**config.mk**
```make
export PLATFORM = sky130hd
export DESIGN_NAME = stepper_half_step_sequencer
export DESIGN_NICKNAME = d
export VERILOG_FILES = /design/src/hdl/shs_pkg.sv /design/src/hdl/shs_in_reg.sv /design/src/hdl/shs_core.sv /design/src/hdl/shs_out_reg.sv /design/src/hdl/stepper_half_step_sequencer.sv
export SDC_FILE = /design/constraint.sdc
export NUM_CORES = 1
export LEC_CHECK = 0
export ABC_CLOCK_PERIOD_IN_PS = 3200
export BUFFER_PORTS_ARGS = -buffer_cell sky130_fd_sc_hd__buf_2
export CORE_MARGIN = 3
export CORE_UTILIZATION = 25
export CTS_CLUSTER_DIAMETER = 30
export DETAILED_ROUTE_END_ITERATION = 10
export SLEW_MARGIN = 30
export SYNTH_ARGS = -nofsm -noshare
export SYNTH_HDL_FRONTEND = slang
export SYNTH_SLANG_ARGS = --single-unit
```
**constraint.sdc**
```tcl
create_clock -name i_clk -period 3.2 [get_ports i_clk]
set_input_delay 0.16 -clock i_clk [delete_from_list [all_inputs] [get_ports i_clk]]
set_output_delay 0.16 -clock i_clk [all_outputs]
set_load 0.02 [all_outputs]
```
**src/hdl/shs_pkg.sv**
```systemverilog
package shs_pkg;

    localparam int DEF_COUNT_WIDTH = 16;
    localparam int DEF_TIMER_WIDTH = 16;

    localparam int COUNT_IN_W    = 16;
    localparam int INTERVAL_W    = 16;
    localparam int COIL_W        = 4;
    localparam int PHASE_W       = 3;
    localparam int S_TDATA_W     = 24;
    localparam int M_TDATA_W     = 8;

    localparam logic OP_TICK = 1'b0;
    localparam logic OP_MOVE = 1'b1;

    localparam logic DIR_BACKWARD = 1'b0;
    localparam logic DIR_FORWARD  = 1'b1;

    localparam logic [INTERVAL_W-1:0] INTERVAL_RESET = 16'd1;

    // Half-step rows, bit 0 is the first coil column.
    localparam logic [COIL_W-1:0] HALF_STEP_ROWS [8] = '{
        4'h9, 4'h1, 4'h3, 4'h2, 4'h6, 4'h4, 4'hC, 4'h8
    };

    typedef struct packed {
        logic                  opcode;
        logic [COUNT_IN_W-1:0] step_count;
        logic                  direction;
    } t_item;

    typedef struct packed {
        logic [COIL_W-1:0] coils;
        logic              stepped;
        logic              busy_res;
        logic              rejected;
    } t_result;

endpackage

```
**src/hdl/shs_in_reg.sv**
```systemverilog
module shs_in_reg (
    input  logic                              i_clk,
    input  logic                              i_rst_n,
    input  logic                              i_valid,
    output logic                              o_ready,
    input  logic                              i_opcode,
    input  logic [shs_pkg::S_TDATA_W-1:0]     i_data,
    input  logic                              i_take,
    output logic                              o_valid,
    output shs_pkg::t_item                    o_item
);
    import shs_pkg::*;

    logic  r_valid;
    t_item r_item;
    logic  n_valid;

    assign o_ready = !r_valid || i_take;

    always_comb begin
        n_valid = r_valid;
        if (o_ready) begin
            n_valid = i_valid;
        end
    end

    always_ff @(posedge i_clk) begin
        if (!i_rst_n) begin
            r_valid <= 1'b0;
        end else begin
            r_valid <= n_valid;
        end
    end

    always_ff @(posedge i_clk) begin
        if (o_ready && i_valid) begin
            r_item.opcode     <= i_opcode;
            r_item.step_count <= i_data[COUNT_IN_W-1:0];
            r_item.direction  <= i_data[COUNT_IN_W];
        end
    end

    assign o_valid = r_valid;
    assign o_item  = r_item;

endmodule

```
**src/hdl/shs_core.sv**
```systemverilog
module shs_core #(
    parameter int COUNT_WIDTH = shs_pkg::DEF_COUNT_WIDTH,
    parameter int TIMER_WIDTH = shs_pkg::DEF_TIMER_WIDTH
) (
    input  logic                              i_clk,
    input  logic                              i_rst_n,
    input  logic                              i_cfg_wr_en,
    input  logic [shs_pkg::INTERVAL_W-1:0]    i_cfg_wr_data,
    input  logic                              i_fire,
    input  shs_pkg::t_item                    i_item,
    output shs_pkg::t_result                  o_result
);
    import shs_pkg::*;

    logic [INTERVAL_W-1:0]  r_interval;
    logic [PHASE_W-1:0]     r_phase,      n_phase;
    logic [COUNT_WIDTH-1:0] r_steps_left, n_steps_left;
    logic [TIMER_WIDTH-1:0] r_wait,       n_wait;
    logic [COIL_W-1:0]      r_coils,      n_coils;
    logic                   r_moving,     n_moving;
    logic                   r_dir,        n_dir;

    logic [COUNT_WIDTH-1:0] count_in;
    logic [TIMER_WIDTH-1:0] wait_dec;
    logic                   do_step;
    logic                   step_dir;
    logic                   stepped;
    logic                   rejected;

    assign count_in = COUNT_WIDTH'(i_item.step_count);
    assign wait_dec = (r_wait != '0) ? r_wait - 1'b1 : r_wait;

    always_comb begin
        n_phase      = r_phase;
        n_steps_left = r_steps_left;
        n_wait       = r_wait;
        n_coils      = r_coils;
        n_moving     = r_moving;
        n_dir        = r_dir;
        do_step      = 1'b0;
        rejected     = 1'b0;
        step_dir     = r_dir;

        if (i_item.opcode == OP_MOVE) begin
            if (r_moving) begin
                rejected = 1'b1;
            end else if (count_in != '0) begin
                do_step      = 1'b1;
                step_dir     = i_item.direction;
                n_dir        = i_item.direction;
                n_steps_left = count_in - 1'b1;
                n_moving     = 1'b1;
            end
        end else if (r_moving) begin
            n_wait = wait_dec;
            if (wait_dec == '0) begin
                if (r_steps_left != '0) begin
                    do_step      = 1'b1;
                    n_steps_left = r_steps_left - 1'b1;
                end else begin
                    n_moving = 1'b0;
                end
            end
        end

        // A step drives the current row, then moves the phase and restarts the delay.
        if (do_step) begin
            n_coils = HALF_STEP_ROWS[r_phase];
            n_phase = (step_dir == DIR_FORWARD) ? r_phase + 1'b1 : r_phase - 1'b1;
            n_wait  = TIMER_WIDTH'(r_interval);
        end
        stepped = do_step;
    end

    always_ff @(posedge i_clk) begin
        if (!i_rst_n) begin
            r_interval   <= INTERVAL_RESET;
            r_phase      <= '0;
            r_steps_left <= '0;
            r_wait       <= '0;
            r_coils      <= '0;
            r_moving     <= 1'b0;
            r_dir        <= DIR_BACKWARD;
        end else begin
            if (i_cfg_wr_en) begin
                r_interval <= i_cfg_wr_data;
            end
            if (i_fire) begin
                r_phase      <= n_phase;
                r_steps_left <= n_steps_left;
                r_wait       <= n_wait;
                r_coils      <= n_coils;
                r_moving     <= n_moving;
                r_dir        <= n_dir;
            end
        end
    end

    assign o_result.coils    = n_coils;
    assign o_result.stepped  = stepped;
    assign o_result.busy_res = n_moving;
    assign o_result.rejected = rejected;

`ifndef SYNTH
    a_step_keeps_busy: assert property (@(posedge i_clk) disable iff (!i_rst_n)
        i_fire && stepped |=> r_moving)
        else $error("step applied but sequencer not busy");

    a_reject_holds_state: assert property (@(posedge i_clk) disable iff (!i_rst_n)
        i_fire && rejected |=> $stable(r_phase) && $stable(r_steps_left) && $stable(r_coils))
        else $error("rejected move changed the state");

    a_idle_only_when_done: assert property (@(posedge i_clk) disable iff (!i_rst_n)
        $fell(r_moving) |-> r_steps_left == '0)
        else $error("went idle with steps left");

    a_reject_not_step: assert property (@(posedge i_clk) disable iff (!i_rst_n)
        i_fire && rejected |-> !stepped && r_moving)
        else $error("reject while idle or together with a step");
`endif

endmodule

```
**src/hdl/shs_out_reg.sv**
```systemverilog
module shs_out_reg (
    input  logic                              i_clk,
    input  logic                              i_rst_n,
    input  logic                              i_valid,
    output logic                              o_ready,
    input  shs_pkg::t_result                  i_result,
    output logic                              o_valid,
    input  logic                              i_ready,
    output logic [shs_pkg::M_TDATA_W-1:0]     o_data
);
    import shs_pkg::*;

    logic    r_valid;
    logic    n_valid;
    t_result r_result;

    assign o_ready = !r_valid || i_ready;

    always_comb begin
        n_valid = r_valid;
        if (o_ready) begin
            n_valid = i_valid;
        end
    end

    always_ff @(posedge i_clk) begin
        if (!i_rst_n) begin
            r_valid <= 1'b0;
        end else begin
            r_valid <= n_valid;
        end
    end

    always_ff @(posedge i_clk) begin
        if (o_ready && i_valid) begin
            r_result <= i_result;
        end
    end

    assign o_valid = r_valid;
    assign o_data  = {1'b0, r_result.rejected, r_result.busy_res, r_result.stepped,
                      r_result.coils};

endmodule

```
**src/hdl/stepper_half_step_sequencer.sv**
```systemverilog
// Channel   Direction  Handshake                   Payload
// s_axis    in         tvalid / tready             tdata: step_count, direction; tuser: opcode
// m_axis    out        tvalid / tready             tdata: coils, stepped, busy_res, rejected
// cfg       in         wr_en (no back-pressure)    wr_data: step_interval
//
// Each request gives exactly one result, presented on m_axis after the input register and the result register.
// Requests are taken one per clock while m_axis does not stall; the path is the input
// register, the next-state logic and the result register.
// A stalled result holds both registers, and s_axis tready falls only when both are full.
// Synchronous active-low reset clears the valid flags and the sequencer state; the step interval resets to 1.
module stepper_half_step_sequencer #(
    parameter int COUNT_WIDTH = shs_pkg::DEF_COUNT_WIDTH,
    parameter int TIMER_WIDTH = shs_pkg::DEF_TIMER_WIDTH
) (
    input  logic                              i_clk,
    input  logic                              i_rst_n,
    input  logic                              i_cfg_wr_en,
    input  logic [shs_pkg::INTERVAL_W-1:0]    i_cfg_wr_data,
    input  logic                              i_s_axis_tvalid,
    output logic                              o_s_axis_tready,
    // [15:0] step_count, [16] direction, [23:17] zero
    input  logic [shs_pkg::S_TDATA_W-1:0]     i_s_axis_tdata,
    // [0] opcode
    input  logic                              i_s_axis_tuser,
    output logic                              o_m_axis_tvalid,
    input  logic                              i_m_axis_tready,
    // [3:0] coils, [4] stepped, [5] busy_res, [6] rejected, [7] zero
    output logic [shs_pkg::M_TDATA_W-1:0]     o_m_axis_tdata
);
    import shs_pkg::*;

    logic    item_valid;
    t_item   item;
    logic    out_ready;
    t_result result;

    shs_in_reg u_in_reg (
        .i_clk    (i_clk),
        .i_rst_n  (i_rst_n),
        .i_valid  (i_s_axis_tvalid),
        .o_ready  (o_s_axis_tready),
        .i_opcode (i_s_axis_tuser),
        .i_data   (i_s_axis_tdata),
        .i_take   (out_ready),
        .o_valid  (item_valid),
        .o_item   (item)
    );

    shs_core #(
        .COUNT_WIDTH (COUNT_WIDTH),
        .TIMER_WIDTH (TIMER_WIDTH)
    ) u_core (
        .i_clk         (i_clk),
        .i_rst_n       (i_rst_n),
        .i_cfg_wr_en   (i_cfg_wr_en),
        .i_cfg_wr_data (i_cfg_wr_data),
        .i_fire        (item_valid && out_ready),
        .i_item        (item),
        .o_result      (result)
    );

    shs_out_reg u_out_reg (
        .i_clk    (i_clk),
        .i_rst_n  (i_rst_n),
        .i_valid  (item_valid),
        .o_ready  (out_ready),
        .i_result (result),
        .o_valid  (o_m_axis_tvalid),
        .i_ready  (i_m_axis_tready),
        .o_data   (o_m_axis_tdata)
    );

endmodule

```
# Word level (Yosys, flattened, before mapping)
# Memories as Yosys holds them, arrays and structs flattened.
# Cells that the tools add are included.
dict set report totals {
  reg_bits 84
  romBits 32
  out_inout_bits 10
  memories 1
}
dict set report classes {
  n_addsub 5
  order_cmp 1
  eq_ne 2
  mux 28
  bitwise 1
  reduce_logical 18
}
# memory depth width rd rd_ports_with_merged_regs wr line_no
set memory_table {}
lappend memory_table {{(no name shown)} 8 4 1 0 0 shs_core.sv:68} ;# n_coils = HALF_STEP_ROWS[r_phase];
# cell n
set ops {}
lappend ops {{$mux W16} 10}
lappend ops {{$reduce_bool A16 Y1} 3}
lappend ops {{$sub A16 B1 Y16 const B} 3}
lappend ops {{$logic_not A16 Y1} 1}
lappend ops {{$mux W1} 14}
lappend ops {{$mux W4} 3}
lappend ops {{$reduce_bool A2 Y1} 5}
lappend ops {{$reduce_and A6 Y1} 1}
lappend ops {{$ge A4 B4 Y1 const B} 1}
lappend ops {{$not A3 Y4} 1}
lappend ops {{$add A3 B1 Y3 const B} 1}
lappend ops {{$mux W3} 1}
lappend ops {{$reduce_and A3 Y1} 1}
lappend ops {{$sub A3 B1 Y3 const B} 1}
lappend ops {{$logic_and A1 B1 Y1} 2}
lappend ops {{$logic_not A1 Y1} 2}
lappend ops {{$logic_or A1 B1 Y1} 2}
lappend ops {{$ne A2 B1 Y1 const B} 1}
lappend ops {{$ne A2 B2 Y1 const B} 1}
lappend ops {{$reduce_and A2 Y1} 1}

# Depth between registers and ports, before layout
dict set report depth {
  word_depth 8
  depth_mapped 14
  mapped_depth_nobuf 11
}

# By module
# Synthesis repeated with hierarchy kept, for this count alone.
dict set report hier_totals {
  hier_cells 558
  area_unflattened_um2 4972.3
}
# module n_inst cells_each area_per_inst_um2 seq_area_each_um2
set by_module_without_submodules {}
lappend by_module_without_submodules {shs_core 1 520 4088.9 1141.1}
lappend by_module_without_submodules {shs_in_reg 1 23 598.1 560.5}
lappend by_module_without_submodules {shs_out_reg 1 14 279.0 230.2}
lappend by_module_without_submodules {stepper_half_step_sequencer 1 1 6.3 0.0}

# Least setup slack after synthesis
# Ideal clock, no wire load.
dict set report synth_timing {
  kind {register to register}
  startpoint {reg u_in_reg.r_item (netlist bit u_in_reg.o_item[17])}
  endpoint {reg u_core.r_steps_left[14]}
  t_arrival_ps 3140
  setup_slack_ps -60
  stages_incl_launch_ff 13
  period_less_slack_ps 3260
  cell_sequence {edfxtp_1 clkbuf_1 clkbuf_1 clkbuf_1 mux2i_1 ha_1 o221ai_1 or2_2 nor2_1 o21ai_0 mux2i_1 a21boi_1 o31a_1}
}
dict set report synth_between {
  elab_chain_cells 2
}
# item line_no
set synth_rtl {}
lappend synth_rtl {{start: declaration} shs_in_reg.sv:15} ;# t_item r_item;
lappend synth_rtl {{$ne A2 B2 Y1 (no source line) or $reduce_bool A2 Y1 (tied branches)} -}
lappend synth_rtl {{$reduce_and A6 Y1 (no source line)} -}
lappend synth_rtl {{end signal: assignment} shs_core.sv:90} ;# r_steps_left <= n_steps_left;
lappend synth_rtl {{end: declaration} shs_core.sv:17} ;# logic [COUNT_WIDTH-1:0] r_steps_left, n_steps_left;
# Parallel ways exist; a longest one is shown, timed or not.
# A chain may end at the register's enable or synchronous reset.

# Worst setup path after layout
dict set report layout_timing {
  startpoint {reg u_in_reg.r_item (netlist bit u_in_reg.o_item[3])}
  endpoint {reg u_core.r_phase[2]}
}
dict set report layout_between {
  elab_chain_cells 5
}
# item line_no
set layout_rtl {}
lappend layout_rtl {{$reduce_bool A16 Y1 (*)} shs_core.sv:47} ;# end else if (count_in != '0) begin
lappend layout_rtl {{$mux W1} shs_core.sv:47}
lappend layout_rtl {{$mux W1} shs_core.sv:45} ;# if (r_moving) begin
lappend layout_rtl {{$mux W1 (on tied branches)} -}
lappend layout_rtl {{$mux W3 or $reduce_and A2 Y1 (tied branches)} -}
lappend layout_rtl {{end signal: assignment} shs_core.sv:89} ;# r_phase <= n_phase;
lappend layout_rtl {{end: declaration} shs_core.sv:16} ;# logic [PHASE_W-1:0] r_phase, n_phase;
# Every way passes the cells marked *; elsewhere a longest branch is shown, timed or not.

==> impl_metrics.yaml <==
flow_run:
  timing.max_cap.violations: 0
power:
  power_density_mw_per_mm2: 530.9
  leakage_nw: 2.158
  peakVddDrop_v: 0.0002137
synthesis:
  ys.warnings.count: 0
  synth_seq_area_share: 0.4201
  synth_seq_cells: 84
  postSynthAreaPerCell_um2: 8.911
  yosysUniqueCellTypes: 73
  synth_enable_flop_cells: 25
  syn_inst: 516
  synth-async-reset-ratio: 0
  synthesis.nets: 565
  netlist_area_mm2: 0.004598
  synth-main-ff-cell: "dfxtp_1"
detailed_routing:
  via_per_inst: 5.188
  totalWireLength_um: 12150
  vias: 4249
  drcViolationCount: 0
  firstDrtPassIters: 5
  drt_iter0_drc: 199
  wl_per_cell_um: 14.84
  ant_nets: 0
global_route:
  grt_max_degree: 41
  grt_use_total: 0.1216
  antenna_found_initial: 0
  overflow: 0
  grt_pass1_vias: 3955
  grt_first_pass_wirelength_um: 19990
placement:
  gp_congestion: 0.8598
  place_inst: 785
  place_hpwl_um: 8282
  io_buffers: 47
floorplanning:
  die_h_um: 141.6
  pin_count: 56
  start_util: 0.2604
  fp.dieW_um: 141.6
  fp-row-count: 48
  core-area_mm2: 0.01766
  die_area_mm2: 0.02006
sta:
  fin_skew_ps: 10.37
  rsz0062_at_grt: "no"
  tightest_slew_ps: 929.2
  max_slew_margin: 0.3783
  fmax_ghz: 0.3370
  setup_viol: 0
  fin_setup_tns_ps: 0
  fin_crit_ps: 2968
  hold_viol_final: 0
  finalCritPeriodShare: 0.9274
  maxSlewViolCount: 0
worst_setup_path:
  crit_type: "reg2reg"
  worstPathRequired_ps: 3490
  crit_arrival_ps: 3260
  critical-path-slowest-cell: "edfxtp_1"
  endpoint_kind: "flip-flop"
  worstPathCellList: "or3_1 > or3_1 > o311ai_2 > mux2i_1 > fa_1 > xnor2_1 > or3_1 > a21oi_1"
  cp-start-kind: "flip-flop"
  crit_path_max_fanout: 5
  path_buf_inv: 0
  path_delay_family: "simple AND/OR/NAND/NOR gates"
  cp_slowest_stage_delay_ps: 460
  cp_common_cell: "or3_1"
finish:
  area_growth_pct: 24.30
  insertedDiodeCount: 0
  drive_gt1_frac: 0.1919
  final_nets: 638
  instances_no_fill: 819
clock_network:
  cts_max_level: 3
  clkSinkCount: 84
  cts_tree: "built"
  cts_buffer_depth: 2
  clk_latency_ps: 350
  root_buffer: "clkbuf_16"
  clkTransAtPathRegs_ps: 70
  numCtsBuffers: 9
worst_hold_path:
  hold_class: "in2reg"
run_status:
  outcome: "completed"
[layer usage]
| metal | wire length [um] | share of wire | global-route usage |
|---|---|---|---|
| met2 | 5537 | 0.46 | 0.1862 |
| met4 | 271 | 0.022 | 0.05253 |
| met1 | 5909 | 0.49 | 0.1714 |
| met3 | 434 | 0.036 | 0.01618 |
| met5 | 0 | 0 | 0 |
[cells in the final DEF, fill, tap and decap left out, drive strengths merged, types with 4 or more instances in the layout]
cell / n
buf: 74
dfxtp: 59
nor2: 55
nand2: 54
a21oi: 52
mux2i: 30
o21ai: 27
edfxtp: 25
nor3: 21
dlygate4sd3: 17
or3: 13
nand3: 13
inv: 12
a31oi: 11
o22ai: 10
clkbuf: 10
nor4: 10
or4: 9
nor3b: 8
nand4: 6
o31a: 5
a2111oi: 5
and3: 4
a211oi: 4
a22oi: 4
o31ai: 4
[sequential cells by signal, summed over array words and instances (netlist names)]
register / flops
u_core.r_steps_left: 16
u_core.r_phase: 3
u_in_reg.o_valid: 1
u_core.r_moving: 1
u_core.r_coils: 4
u_core.r_interval: 16
u_out_reg.o_data: 7
u_out_reg.o_valid: 1
u_core.r_wait: 16
u_in_reg.o_item: 18
u_core.r_dir: 1
[power by group]
| part | leakage (nW) | switching [mW] | internal, mW | total [mW] |
|---|---|---|---|---|
| registers | 0.724 | 0.0695 | 1.16 | 1.23 |
| logic | 1.29 | 0.417 | 0.329 | 0.746 |
| clock network | 0.143 | 0.471 | 0.586 | 1.06 |
[synth_stat cells (all sizes together) (11+ instances only)]
| cell | instances | area, um^2 |
|---|---|---|
| a31oi | 11 | 68.82 |
| nand2 | 54 | 202.7 |
| a21oi | 52 | 275.3 |
| buf | 13 | 86.33 |
| or3 | 13 | 81.33 |
| edfxtp | 25 | 750.7 |
| dfxtp | 59 | 1181 |
| o21ai | 27 | 146.4 |
| nor2 | 55 | 230.2 |
| nand3 | 13 | 65.06 |
| nor3 | 21 | 105.1 |
| mux2i | 30 | 300.3 |
| clkbuf | 16 | 60.06 |
[final cells by class]
class	instances	area (um^2)
fillers	1826	11940
flip-flops and latches	84	1932
clock buffers	10	250.2
repair buffers	91	658.1
well taps	225	281.5
inverters	11	43.79
clock inverters	6	52.55
multi-input cells	392	2497
[what timing repair did]
action / 4_1_cts / 5_1_grt
setup endpoints to repair: 0 / 40
endpoints found under the hold margin: 17 / 0
hold buffers: 17 / 0
buffers inserted: 0 / 1
resized for setup: 0 / 3
[worst reg2reg max path, delay by kind of cell, from the launching register on]
kind / cells / cell delay, ps
adder cells (fa/ha/maj): 1 / 460
XOR/XNOR: 1 / 140
flip-flops: 1 / 460
multiplexers: 1 / 210
AO/OA/AOI/OAI: 2 / 510
AND/OR/NAND/NOR: 3 / 1140
[final timing paths]
kind / startpoint / end / slack, ps / depth (start not counted)
worst max-delay path: u_in_reg.o_item[3]$_DFFE_PP_ / u_core.r_phase[2]$_SDFFE_PN0P_ / 230 / 8
worst min-delay path: i_s_axis_tvalid / u_in_reg.o_valid$_SDFFE_PN0N_ / 30 / 3
worst max register to register: u_in_reg.o_item[3]$_DFFE_PP_ / u_core.r_phase[2]$_SDFFE_PN0P_ / 230 / 8
worst min register to register: u_core.r_coils[2]$_SDFFE_PN0P_ / u_core.r_coils[2]$_SDFFE_PN0P_ / 470 / 2
[through the flow]
stage	util	hold WS (ps)	power [mW]	cell area, um^2	setup WS (ps)
3_3_place_gp	0.2953	337.0	1.956	5214	146.3
3_5_place_dp	0.2953	338.1	1.962	5214	118.3
2_1_floorplan	-	258.9	1.746	4601	76.38
5_1_grt	0.3237	19.99	3.193	5715	7.823
4_1_cts	0.3221	18.64	3.036	5687	110.4
6_report	0.3237	26.40	3.034	5715	232.4
[cell families after synthesis]
family | Yosys count | share of synthesized area
multiplexers | 32 | 0.07020
AND/OR/NAND/NOR | 205 | 0.2346
XOR/XNOR | 4 | 0.007620
adder cells (fa/ha/maj) | 3 | 0.009795
other | 1 | 0.0008155
AO/OA/AOI/OAI | 147 | 0.2155
flip-flops | 84 | 0.4201
buffers and inverters | 40 | 0.04136
No activity file was read; power rests on OpenSTA's default activity.
